<file path="src/sv/jac_pkg.sv">
// shared types and constants of the joystick axis conditioner
package jac_pkg;

   // channel and register widths
   localparam int RAW_W    = 12;
   localparam int SPEED_W  = 8;
   localparam int DRIVE_W  = 9;
   localparam int OFF_W    = 12;
   localparam int SMOOTH_W = 10;
   localparam int CSR_W    = 12;
   localparam int NUM_LANES = 2;
   localparam int NUM_STAGES = 4;

   // offset clamp and map span
   localparam logic signed [12:0] OFFSET_LIMIT = 13'sd1295;
   localparam logic signed [10:0] MAP_SPAN     = 11'sd323;

   // reciprocal of ten: (m * 6554) >> 16 is exact for m up to 3700
   localparam logic [12:0] DIV10_MUL   = 13'd6554;
   localparam int          DIV10_SHIFT = 16;

   // reciprocal of 323: (m * 415535) >> 27 is exact for m up to 2^18
   localparam logic [18:0] DIV323_MUL   = 19'd415535;
   localparam int          DIV323_SHIFT = 27;

   // register reset values
   localparam logic [RAW_W-1:0]   CENTER_RESET    = 12'd2800;
   localparam logic [RAW_W-1:0]   DEAD_ZONE_RESET = 12'd300;
   localparam logic [SPEED_W-1:0] SPEED_RESET     = 8'd125;

   // register indexes
   typedef enum logic [1:0] {
      CSR_CENTER    = 2'd0,
      CSR_DEAD_ZONE = 2'd1,
      CSR_SPEED     = 2'd2
   } csr_index_type;

   // per-stage load strobes shared by all lanes
   typedef struct packed {
      logic [NUM_STAGES-1:0] load;
   } stage_ctrl_type;

   // what one lane hands the merging stage
   typedef struct packed {
      logic signed [DRIVE_W-1:0] drive;
      logic                      at_limit;
   } lane_result_type;

endpackage

</file>
<file path="src/sv/jac_axis_lane.sv">
// one axis lane: dead zone, clamp, smoother, linear map and drive clamp
module jac_axis_lane (
   input  logic                           clock,
   input  logic                           reset,
   input  jac_pkg::stage_ctrl_type        ctrl,
   input  logic [jac_pkg::RAW_W-1:0]      raw,
   input  logic [jac_pkg::RAW_W-1:0]      center,
   input  logic [jac_pkg::RAW_W-1:0]      dead_zone,
   input  logic [jac_pkg::SPEED_W-1:0]    speed,
   output jac_pkg::lane_result_type       result
);

   logic signed [12:0] off_full;
   logic [11:0]        off_mag;
   logic signed [11:0] off_in;
   logic signed [11:0] off_ff;

   logic signed [12:0] sum;
   logic [11:0]        sum_mag;
   logic [24:0]        div10_prod;
   logic [8:0]         div10_q;
   logic signed [9:0]  smooth_in;
   logic signed [9:0]  smooth_ff;

   logic signed [10:0] biased;
   logic [9:0]         biased_mag;
   logic               neg_in;
   logic [17:0]        scaled_in;
   logic               neg_ff;
   logic [17:0]        scaled_ff;

   logic [36:0]        div323_prod;
   logic [9:0]         div323_q;
   logic signed [10:0] quo_in;
   logic signed [10:0] quo_ff;

   logic signed [10:0] spd;
   logic signed [10:0] level;
   logic               hit_hi;
   logic               hit_lo;
   logic signed [10:0] level_clamped;
   logic signed [10:0] drive_full;

   // stage 1: center offset, dead zone and clamp
   always_comb begin
      off_full = $signed({1'b0, raw}) - $signed({1'b0, center});
      off_mag  = off_full[12] ? 12'(-off_full) : off_full[11:0];
      if (off_mag < dead_zone) begin
         off_in = '0;
      end else if (off_full > jac_pkg::OFFSET_LIMIT) begin
         off_in = 12'(jac_pkg::OFFSET_LIMIT);
      end else if (off_full < -jac_pkg::OFFSET_LIMIT) begin
         off_in = 12'(-jac_pkg::OFFSET_LIMIT);
      end else begin
         off_in = off_full[11:0];
      end
   end

   // stage 2: leaky smoother, (3s + 2x) / 10 toward zero
   always_comb begin
      sum = 13'({{3{smooth_ff[9]}}, smooth_ff})
          + 13'({{2{smooth_ff[9]}}, smooth_ff, 1'b0})
          + 13'({off_ff, 1'b0});
      sum_mag    = sum[12] ? 12'(-sum) : sum[11:0];
      div10_prod = 25'(sum_mag) * 25'(jac_pkg::DIV10_MUL);
      div10_q    = div10_prod[jac_pkg::DIV10_SHIFT +: 9];
      smooth_in  = sum[12] ? -$signed({1'b0, div10_q}) : $signed({1'b0, div10_q});
   end

   // stage 3: shift by the span and scale by speed
   always_comb begin
      biased     = $signed({smooth_ff[9], smooth_ff}) + jac_pkg::MAP_SPAN;
      neg_in     = biased[10];
      biased_mag = biased[10] ? 10'(-biased) : biased[9:0];
      scaled_in  = 18'(biased_mag) * 18'(speed);
   end

   // stage 4: divide by the span
   always_comb begin
      div323_prod = 37'(scaled_ff) * 37'(jac_pkg::DIV323_MUL);
      div323_q    = div323_prod[jac_pkg::DIV323_SHIFT +: 10];
      quo_in      = neg_ff ? -$signed({1'b0, div323_q}) : $signed({1'b0, div323_q});
   end

   // output: remove speed, clamp to plus or minus speed, negate
   always_comb begin
      spd    = $signed({3'b000, speed});
      level  = quo_ff - spd;
      hit_hi = (level >= spd);
      hit_lo = (level <= -spd);
      if (hit_hi) begin
         level_clamped = spd;
      end else if (hit_lo) begin
         level_clamped = -spd;
      end else begin
         level_clamped = level;
      end
      drive_full      = -level_clamped;
      result.drive    = drive_full[jac_pkg::DRIVE_W-1:0];
      result.at_limit = hit_hi | hit_lo;
   end

   // smoother state
   always_ff @(posedge clock) begin
      if (reset) begin
         smooth_ff <= '0;
      end else if (ctrl.load[1]) begin
         smooth_ff <= smooth_in;
      end
   end

   // datapath registers
   always_ff @(posedge clock) begin
      if (ctrl.load[0]) begin
         off_ff <= off_in;
      end
      if (ctrl.load[2]) begin
         neg_ff    <= neg_in;
         scaled_ff <= scaled_in;
      end
      if (ctrl.load[3]) begin
         quo_ff <= quo_in;
      end
   end

endmodule

</file>
<file path="src/sv/jac_merge.sv">
// merging stage: combines the lane results into the registered result item
module jac_merge (
   input  logic                                  clock,
   input  logic                                  reset,
   input  logic                                  in_valid,
   input  jac_pkg::lane_result_type              lane_x,
   input  jac_pkg::lane_result_type              lane_y,
   input  logic                                  pressed,
   output logic                                  in_ready,
   output logic                                  rsp_valid,
   input  logic                                  rsp_stall,
   output logic signed [jac_pkg::DRIVE_W-1:0]    rsp_drive_x,
   output logic signed [jac_pkg::DRIVE_W-1:0]    rsp_drive_y,
   output logic                                  rsp_pressed,
   output logic                                  rsp_at_max
);

   logic                              valid_ff;
   logic                              load;
   logic signed [jac_pkg::DRIVE_W-1:0] drive_x_ff;
   logic signed [jac_pkg::DRIVE_W-1:0] drive_y_ff;
   logic                              pressed_ff;
   logic                              at_max_ff;
   logic                              at_max_in;

   // output register frees when empty or when the item leaves
   assign in_ready  = !valid_ff || !rsp_stall;
   assign load      = in_ready && in_valid;
   assign at_max_in = lane_x.at_limit | lane_y.at_limit;

   always_ff @(posedge clock) begin
      if (reset) begin
         valid_ff <= 1'b0;
      end else if (in_ready) begin
         valid_ff <= in_valid;
      end
   end

   // result payload
   always_ff @(posedge clock) begin
      if (load) begin
         drive_x_ff <= lane_x.drive;
         drive_y_ff <= lane_y.drive;
         pressed_ff <= pressed;
         at_max_ff  <= at_max_in;
      end
   end

   assign rsp_valid   = valid_ff;
   assign rsp_drive_x = drive_x_ff;
   assign rsp_drive_y = drive_y_ff;
   assign rsp_pressed = pressed_ff;
   assign rsp_at_max  = at_max_ff;

endmodule

</file>
<file path="src/sv/joystick_axis_conditioner_core.sv">
// top level of the joystick axis conditioner: registers, lane control and lanes
//
//  channel | direction | handshake            | payload
//  req     | in        | req_valid/req_stall  | raw_x, raw_y, button_level
//  rsp     | out       | rsp_valid/rsp_stall  | drive_x, drive_y, pressed, at_max
//  csr     | in        | csr_write            | csr_index, csr_data
//
// one item per cycle sustained while rsp_stall is low; an accepted sample passes through
// four lane stages and then the output register (the first loaded at acceptance) before
// rsp_valid rises. the smoother update in stage two is the only loop. reset is
// synchronous and clears the smoother state, the pipeline valid bits and the registers
// to their defaults. each stage moves forward when the stage after it is empty or
// moving, so bubbles close up under rsp_stall and req_stall rises only when the whole
// pipe is full.
module joystick_axis_conditioner_core (
   input  logic                                 clock,
   input  logic                                 reset,
   input  logic                                 req_valid,
   output logic                                 req_stall,
   input  logic [jac_pkg::RAW_W-1:0]            req_raw_x,
   input  logic [jac_pkg::RAW_W-1:0]            req_raw_y,
   input  logic                                 req_button_level,
   output logic                                 rsp_valid,
   input  logic                                 rsp_stall,
   output logic signed [jac_pkg::DRIVE_W-1:0]   rsp_drive_x,
   output logic signed [jac_pkg::DRIVE_W-1:0]   rsp_drive_y,
   output logic                                 rsp_pressed,
   output logic                                 rsp_at_max,
   input  logic                                 csr_write,
   input  logic [1:0]                           csr_index,
   input  logic [jac_pkg::CSR_W-1:0]            csr_data
);

   localparam int NS = jac_pkg::NUM_STAGES;

   logic [jac_pkg::RAW_W-1:0]   center_ff;
   logic [jac_pkg::RAW_W-1:0]   dead_zone_ff;
   logic [jac_pkg::SPEED_W-1:0] speed_ff;

   logic [NS-1:0]   valid_ff;
   logic [NS-1:0]   pressed_ff;
   logic [NS:0]     ready;
   logic [NS-1:0]   upstream;
   logic            merge_ready;
   jac_pkg::stage_ctrl_type     ctrl;
   jac_pkg::lane_result_type    lane_res [jac_pkg::NUM_LANES];
   logic [jac_pkg::RAW_W-1:0]   lane_raw [jac_pkg::NUM_LANES];

   // configuration registers
   always_ff @(posedge clock) begin
      if (reset) begin
         center_ff    <= jac_pkg::CENTER_RESET;
         dead_zone_ff <= jac_pkg::DEAD_ZONE_RESET;
         speed_ff     <= jac_pkg::SPEED_RESET;
      end else if (csr_write) begin
         case (csr_index)
            jac_pkg::CSR_CENTER:    center_ff    <= csr_data[jac_pkg::RAW_W-1:0];
            jac_pkg::CSR_DEAD_ZONE: dead_zone_ff <= csr_data[jac_pkg::RAW_W-1:0];
            jac_pkg::CSR_SPEED:     speed_ff     <= csr_data[jac_pkg::SPEED_W-1:0];
            default: ;
         endcase
      end
   end

   // stage ready chain and load strobes
   always_comb begin
      ready[NS] = merge_ready;
      for (int k = NS - 1; k >= 0; k--) begin
         ready[k] = !valid_ff[k] || ready[k+1];
      end
      upstream = {valid_ff[NS-2:0], req_valid};
      for (int k = 0; k < NS; k++) begin
         ctrl.load[k] = ready[k] && upstream[k];
      end
   end

   assign req_stall = !ready[0];

   // pipeline valid bits and button flag
   always_ff @(posedge clock) begin
      if (reset) begin
         valid_ff <= '0;
      end else begin
         for (int k = 0; k < NS; k++) begin
            if (ready[k]) begin
               valid_ff[k] <= upstream[k];
            end
         end
      end
   end

   always_ff @(posedge clock) begin
      if (ctrl.load[0]) begin
         pressed_ff[0] <= !req_button_level;
      end
      for (int k = 1; k < NS; k++) begin
         if (ctrl.load[k]) begin
            pressed_ff[k] <= pressed_ff[k-1];
         end
      end
   end

   // axis lanes
   assign lane_raw[0] = req_raw_x;
   assign lane_raw[1] = req_raw_y;

   for (genvar g = 0; g < jac_pkg::NUM_LANES; g++) begin : g_lane
      jac_axis_lane u_lane (
         .clock     (clock),
         .reset     (reset),
         .ctrl      (ctrl),
         .raw       (lane_raw[g]),
         .center    (center_ff),
         .dead_zone (dead_zone_ff),
         .speed     (speed_ff),
         .result    (lane_res[g])
      );
   end

   // merge and output register
   jac_merge u_merge (
      .clock       (clock),
      .reset       (reset),
      .in_valid    (valid_ff[NS-1]),
      .lane_x      (lane_res[0]),
      .lane_y      (lane_res[1]),
      .pressed     (pressed_ff[NS-1]),
      .in_ready    (merge_ready),
      .rsp_valid   (rsp_valid),
      .rsp_stall   (rsp_stall),
      .rsp_drive_x (rsp_drive_x),
      .rsp_drive_y (rsp_drive_y),
      .rsp_pressed (rsp_pressed),
      .rsp_at_max  (rsp_at_max)
   );

endmodule

</file>
<file path="config.mk">
export PLATFORM = sky130hd
export DESIGN_NAME = joystick_axis_conditioner_core
export DESIGN_NICKNAME = d
export VERILOG_FILES = /design/src/sv/jac_pkg.sv /design/src/sv/jac_axis_lane.sv /design/src/sv/jac_merge.sv /design/src/sv/joystick_axis_conditioner_core.sv
export SDC_FILE = /design/constraint.sdc
export NUM_CORES = 2
export LEC_CHECK = 0
export ABC_AREA = 1
export BUFFER_PORTS_ARGS = -buffer_cell sky130_fd_sc_hd__buf_4
export CORE_ASPECT_RATIO = 0.8
export CORE_MARGIN = 4
export CORE_UTILIZATION = 45
export DETAILED_ROUTE_END_ITERATION = 12
export GPL_TIMING_DRIVEN = 0
export PLACE_DENSITY = 0.6
export REMOVE_ABC_BUFFERS = 1
export SYNTH_ARGS = -nofsm -noshare
export SYNTH_HDL_FRONTEND = slang
export SYNTH_HIERARCHICAL = 1
export SYNTH_SLANG_ARGS = --single-unit
export TNS_END_PERCENT = 10
</file>
<file path="constraint.sdc">
create_clock -name clock -period 8.9 [get_ports clock]
set_input_delay 0.89 -clock clock [delete_from_list [all_inputs] [get_ports clock]]
set_output_delay 0.89 -clock clock [all_outputs]
set_load 0.01 [all_outputs]
</file>
* Word-level counts from Yosys, hierarchy flattened *
Cells that the tools add are included.

word-level totals
  register bits after elaboration = 165
  word-level logic and storage cells = 116

operators by class
  $mul = 6
  mux-type cells = 18
  order comparisons = 10
  add/sub/neg operators = 23
  reductions and logical operators = 24
  bitwise logic cells = 3
  equal/unequal tests = 2

operators with widths
  cell                      count
  $mul A18 B19 Y37 const B  2
  $mux W12                  6
  $mux W10                  6
  $mul A12 B12 Y24 const B  2
  $neg A12 Y12              4
  $mul A10 B8 Y18           2
  $mux W9                   4
  $add A13 B13 Y13          2
  $gt A13 B12 Y1 const B    2
  $lt A13 B12 Y1 const B    2
  $sub A12 B12 Y13          2
  $add A10 B11 Y12          2
  $lt A12 B12 Y1            2
  $add A10 B10 Y11 const B  2
  $ge A11 B9 Y1             2
  $le A11 B11 Y1            2
  $mux W11                  2
  $neg A10 Y11              2
  $sub A11 B9 Y11           2
  $neg A10 Y10              2
  $neg A9 Y10               2
  $neg A9 Y9                2
  $neg A8 Y11               1
  $logic_not A1 Y1          8
  other kinds (8)           21

* Depth between registers and ports, before layout *
  depth after elaboration = 7
  mapped depth = 53

* Hierarchy *
Netlist, hierarchy kept.

modules (own cells, without submodules)
  module                             area an instance (sq um)  cells each  instances
  jac_axis_lane at g_lane[1].u_lane  18715.4                   2520        1
  jac_axis_lane at g_lane[0].u_lane  18535.3                   2438        1
  joystick_axis_conditioner_core     1437.6                    171         1
  jac_merge                          650.6                     26          1

* Worst setup path before layout *
OpenSTA, ideal clock, no wires.

  kind = register to register
  start = reg g_lane[1].u_lane.smooth_ff[0]
  end = reg g_lane[1].u_lane.smooth_ff[6]
  stages on the path, launching flop included = 50
  library setup time = 0.117 ns
  path buffers = 2
  arrival = 7.770 ns
  setup slack = 1.013 ns
  required time = 8.783 ns
  cells stage by stage = dfxtp_1 ha_1 inv_1 fa_1 o21ai_0 a21oi_1 o21ai_0 nand2_1 nand2_1 a21oi_1 xor2_1 ha_1 nand2_1 nand2_1 inv_1 nor2_1 a211oi_1 nand3_1 (+14 left out) fa_1 ha_1 nand2_1 nor2_1 inv_1 nor3_1 nand2_1 nand2_1 nand2_1 nand2_1 ha_1 nand2_1 nor2_1 nand3_1 nand3_1 nand2_1 nor2_1 nor2_1

on the way
  longest elaborated chain between the ends = 7

RTL lines
  what                    RTL line              text
  from (decl)             jac_axis_lane.sv:23   logic signed [9:0] smooth_ff;
  from (signal assigned)  jac_axis_lane.sv:108  smooth_ff <= smooth_in;
  $add A10 B11 Y12 *      jac_axis_lane.sv:62   + 13'({{2{smooth_ff[9]}}, smooth_ff, 1'b0})
  $add A13 B13 Y13 *      jac_axis_lane.sv:63   + 13'({off_ff, 1'b0});
  $neg A12 Y12            jac_axis_lane.sv:64   sum_mag = sum[12] ? 12'(-sum) : sum[11:0];
  $mux W12                jac_axis_lane.sv:64
  $mul A12 B12 Y24        jac_axis_lane.sv:65   div10_prod = 25'(sum_mag) * 25'(jac_pkg::DIV10_MUL);
  $neg A9 Y10             jac_axis_lane.sv:67   smooth_in = sum[12] ? -$signed({1'b0, div10_q}) : $signed({1'b0, div10_q});
  $mux W10 *              jac_axis_lane.sv:67

Mark *: on every way between the ends. The rest lies on a longest branch, timed or not.
A chain may end at the register's enable or synchronous reset.

* Final worst setup path *
  start = reg g_lane[1].u_lane.smooth_ff[1]
  end = reg g_lane[1].u_lane.smooth_ff[8]

The elaborated chain is that of the path after synthesis.

==> flow_summary.toml <==
[synth]
synth-main-ff-cell = "edfxtp_1"
synth_edf_count = 108
ys_types = 62
syn_inst = 5155
yosysTopAreaCell = "fa_1"
synth_common_cells = "inv_1, nand2_1, ha_1"
ys_ff_latch = 165
synth-warning-count = 6
async_reset_ff_share_pct = 0
avgSynthCellArea_um2 = 7.63
ys_seq_area_share_pct = 11.1
yosysTopAreaCellShare_pct = 22.5
syn_area_um2 = 39300
synthTopCellsByArea = "fa_1, ha_1, inv_1"
synth_most_common_cell = "inv_1"

[route]
wl_um = 99300
wl_per_cell_um = 15.6
drcViolationCount = 0
vias = 31947
detail_route.vias_per_cell = 5.02
ant_nets = 0
drt-pass1-iter-count = 6
dr.first_iter.drc_count = 1906

[timing]
slew_violations = 0
skew_ns = 0.0140
fin_crit_sh_pct = 93.3
worst_slew_pin_slew_ns = 1.21
setup_viol = 0
hold_violations = 0
period_needed_ns = 8.31
rsz0062_at_grt = "true"
slew_headroom_pct = 19.3
fmax_mhz = 120

[setup_path]
start_kind = "register"
reg2reg_to = "g_lane[1].u_lane/smooth_ff[8]"
cp_data_required_time_ns = 9.28
critPathMostFrequentCell = "nand2_1"
cp_slowest_cell = "fa_1"
critPathMaxStageDelay_ns = 0.50
crit_fanout = 10
reg2reg_depth = 48
r2r_slack_ns = 0.59
crit_type = "register to register"
worst_setup_path_end_kind = "register"
r2r-start = "g_lane[1].u_lane/smooth_ff[1]"
arrival_ns = 8.69

[grt]
antenna_found_initial = 1
grtUsageTotal_pct = 21.8
grt_pass1_wl_um = 162000
grt_pass1_vias = 31468
grt_overflow = 0
grt_max_degree = 40

[finish]
finish.instance_area_um2 = 42000
nets = 6413
drive_gt1_share_pct = 4.85
syn_to_final_growth_pct = 6.75
num_antenna_cells = 0
finalNonFillerCells = 6365

[clock_network]
clock-sinks = 165
insertion_delay_ns = 0.48
numCtsBuffers = 17
clockRootBuffer = "clkbuf_16"
htreeDepth = 4
cts_tree = "yes"
cts_max_path_buffers = 2
path_clk_slew_ns = 0.07

[die]
core-area_um2 = 86200
start_util_pct = 45.6
fp.dieH_um = 272
die_area_um2 = 92200
die_w_um = 339
rows = 96
io_pins = 66

[placed_design]
place_congestion = 0.917
post-place-cells = 6315
io_buffers = 65
placed_area_um2 = 41100
post-dp-hpwl_um = 85600

[worst_hold_path]
min-delay-start = "pressed_ff[0]"
hold_depth = 0
hold_class = "register to register"
min_to = "pressed_ff[1]"

[run]
cap_violations = 0

[outcome]
status = "finished, final reports clean"
## cells in the final DEF (no fill, tap or decap), types with 13 or more instances in the layout
master     count
clkbuf_16     17
nor3_1        34
o21bai_1      19
xor2_1       132
o211ai_1      13
xnor2_1       38
inv_2         22
dfxtp_1       51
inv_1       1179
o21ai_0      119
a21oi_1      255
nand4_1       41
nand2_1     1091
nand3_1      244
a21o_1        15
nand2_2       27
ha_1         701
nand3b_1      31
fa_1         441
o21ai_1       16
edfxtp_1     108
buf_4         81
nor2_1       400
## logic make-up after synthesis
| group | synth area share, % |
|---|---|
| xor gates and xnor gates | 4.48 |
| and+or+nand+nor | 20.7 |
| adders and majority gates | 44.8 |
| buffers and inverters | 12.0 |
| AOI/OAI and AO/OA | 6.83 |
| DFF | 11.1 |
## critical path, delay by kind of cell, from the launching register on
family                     cells  cell delay (ns)
buffers and inverters          9             0.60
AOI/OAI and AO/OA              5             0.69
DFF                            1             0.38
xor gates and xnor gates       2             0.53
adders and majority gates     10             3.61
and+or+nand+nor               22             2.39
## layout make-up
type	instances	area, µm²
clock buffer	18	429
clock inverter	14	163
multi-input combinational	3750	30400
timing repair buffer	84	654
sequential	165	4400
tap	1127	1410
inverter	1207	4530
fill	8645	44200
## stage by stage
step,hold WS (ns),setup WS [ns],util (%),TNS [ns]
2_1_floorplan,0.400,0.563,-,0
3_3_place_gp,0.403,-1.12,47.6,-13.31
3_5_place_dp,0.408,-1.19,47.6,-14.95
4_1_cts,0.424,0.0582,48.4,0
5_1_grt,0.433,-0.0292,48.7,-0.0545
6_report,0.422,0.593,48.7,0
## sequential cells by signal, indices dropped and copies added (netlist names), 9 cells and up
register and count:
dead_zone_ff 12, g_lane.u_lane/quo_ff 22, g_lane.u_lane/scaled_ff 36, center_ff 12, g_lane.u_lane/off_ff 24, u_merge/rsp_drive_y 9
u_merge/rsp_drive_x 9, g_lane.u_lane/smooth_ff 20
## layer usage
| metal | GRT usage, % | vias up | wire length (µm) |
|---|---|---|---|
| met5 | 0 | - | 0 |
| met4 | 3.73 | 0 | 1280 |
| met3 | 3.24 | 88 | 5420 |
| met2 | 33.8 | 702 | 42400 |
| met1 | 32.4 | 14939 | 50300 |
| li1 | - | 16218 | - |
## timing repair
action,in CTS,in global routing
endpoints found under the setup margin,20,19
gates resized for setup,16,35
cloned,0,1
hold buffers,0,0
pin swaps,0,10
buffers inserted,1,16
## how the worst max path moves through the flow
stage / start / to / slack [ns] / cells after the start
after detailed placement: g_lane[1].u_lane/smooth_ff[0] / g_lane[1].u_lane/smooth_ff[8] / -1.19 / 47
after floorplan: g_lane[1].u_lane/smooth_ff[0] / g_lane[1].u_lane/smooth_ff[6] / 0.56 / 49
final: g_lane[1].u_lane/smooth_ff[1] / g_lane[1].u_lane/smooth_ff[8] / 0.59 / 48
after global routing: g_lane[1].u_lane/smooth_ff[1] / g_lane[1].u_lane/smooth_ff[6] / -0.03 / 46
after CTS: g_lane[1].u_lane/smooth_ff[1] / g_lane[1].u_lane/smooth_ff[8] / 0.06 / 49
after global placement: g_lane[1].u_lane/smooth_ff[0] / g_lane[1].u_lane/smooth_ff[8] / -1.12 / 47
Power is not shown: default switching activity piles up to over one toggle a cycle in this logic, so the estimate is an artifact.
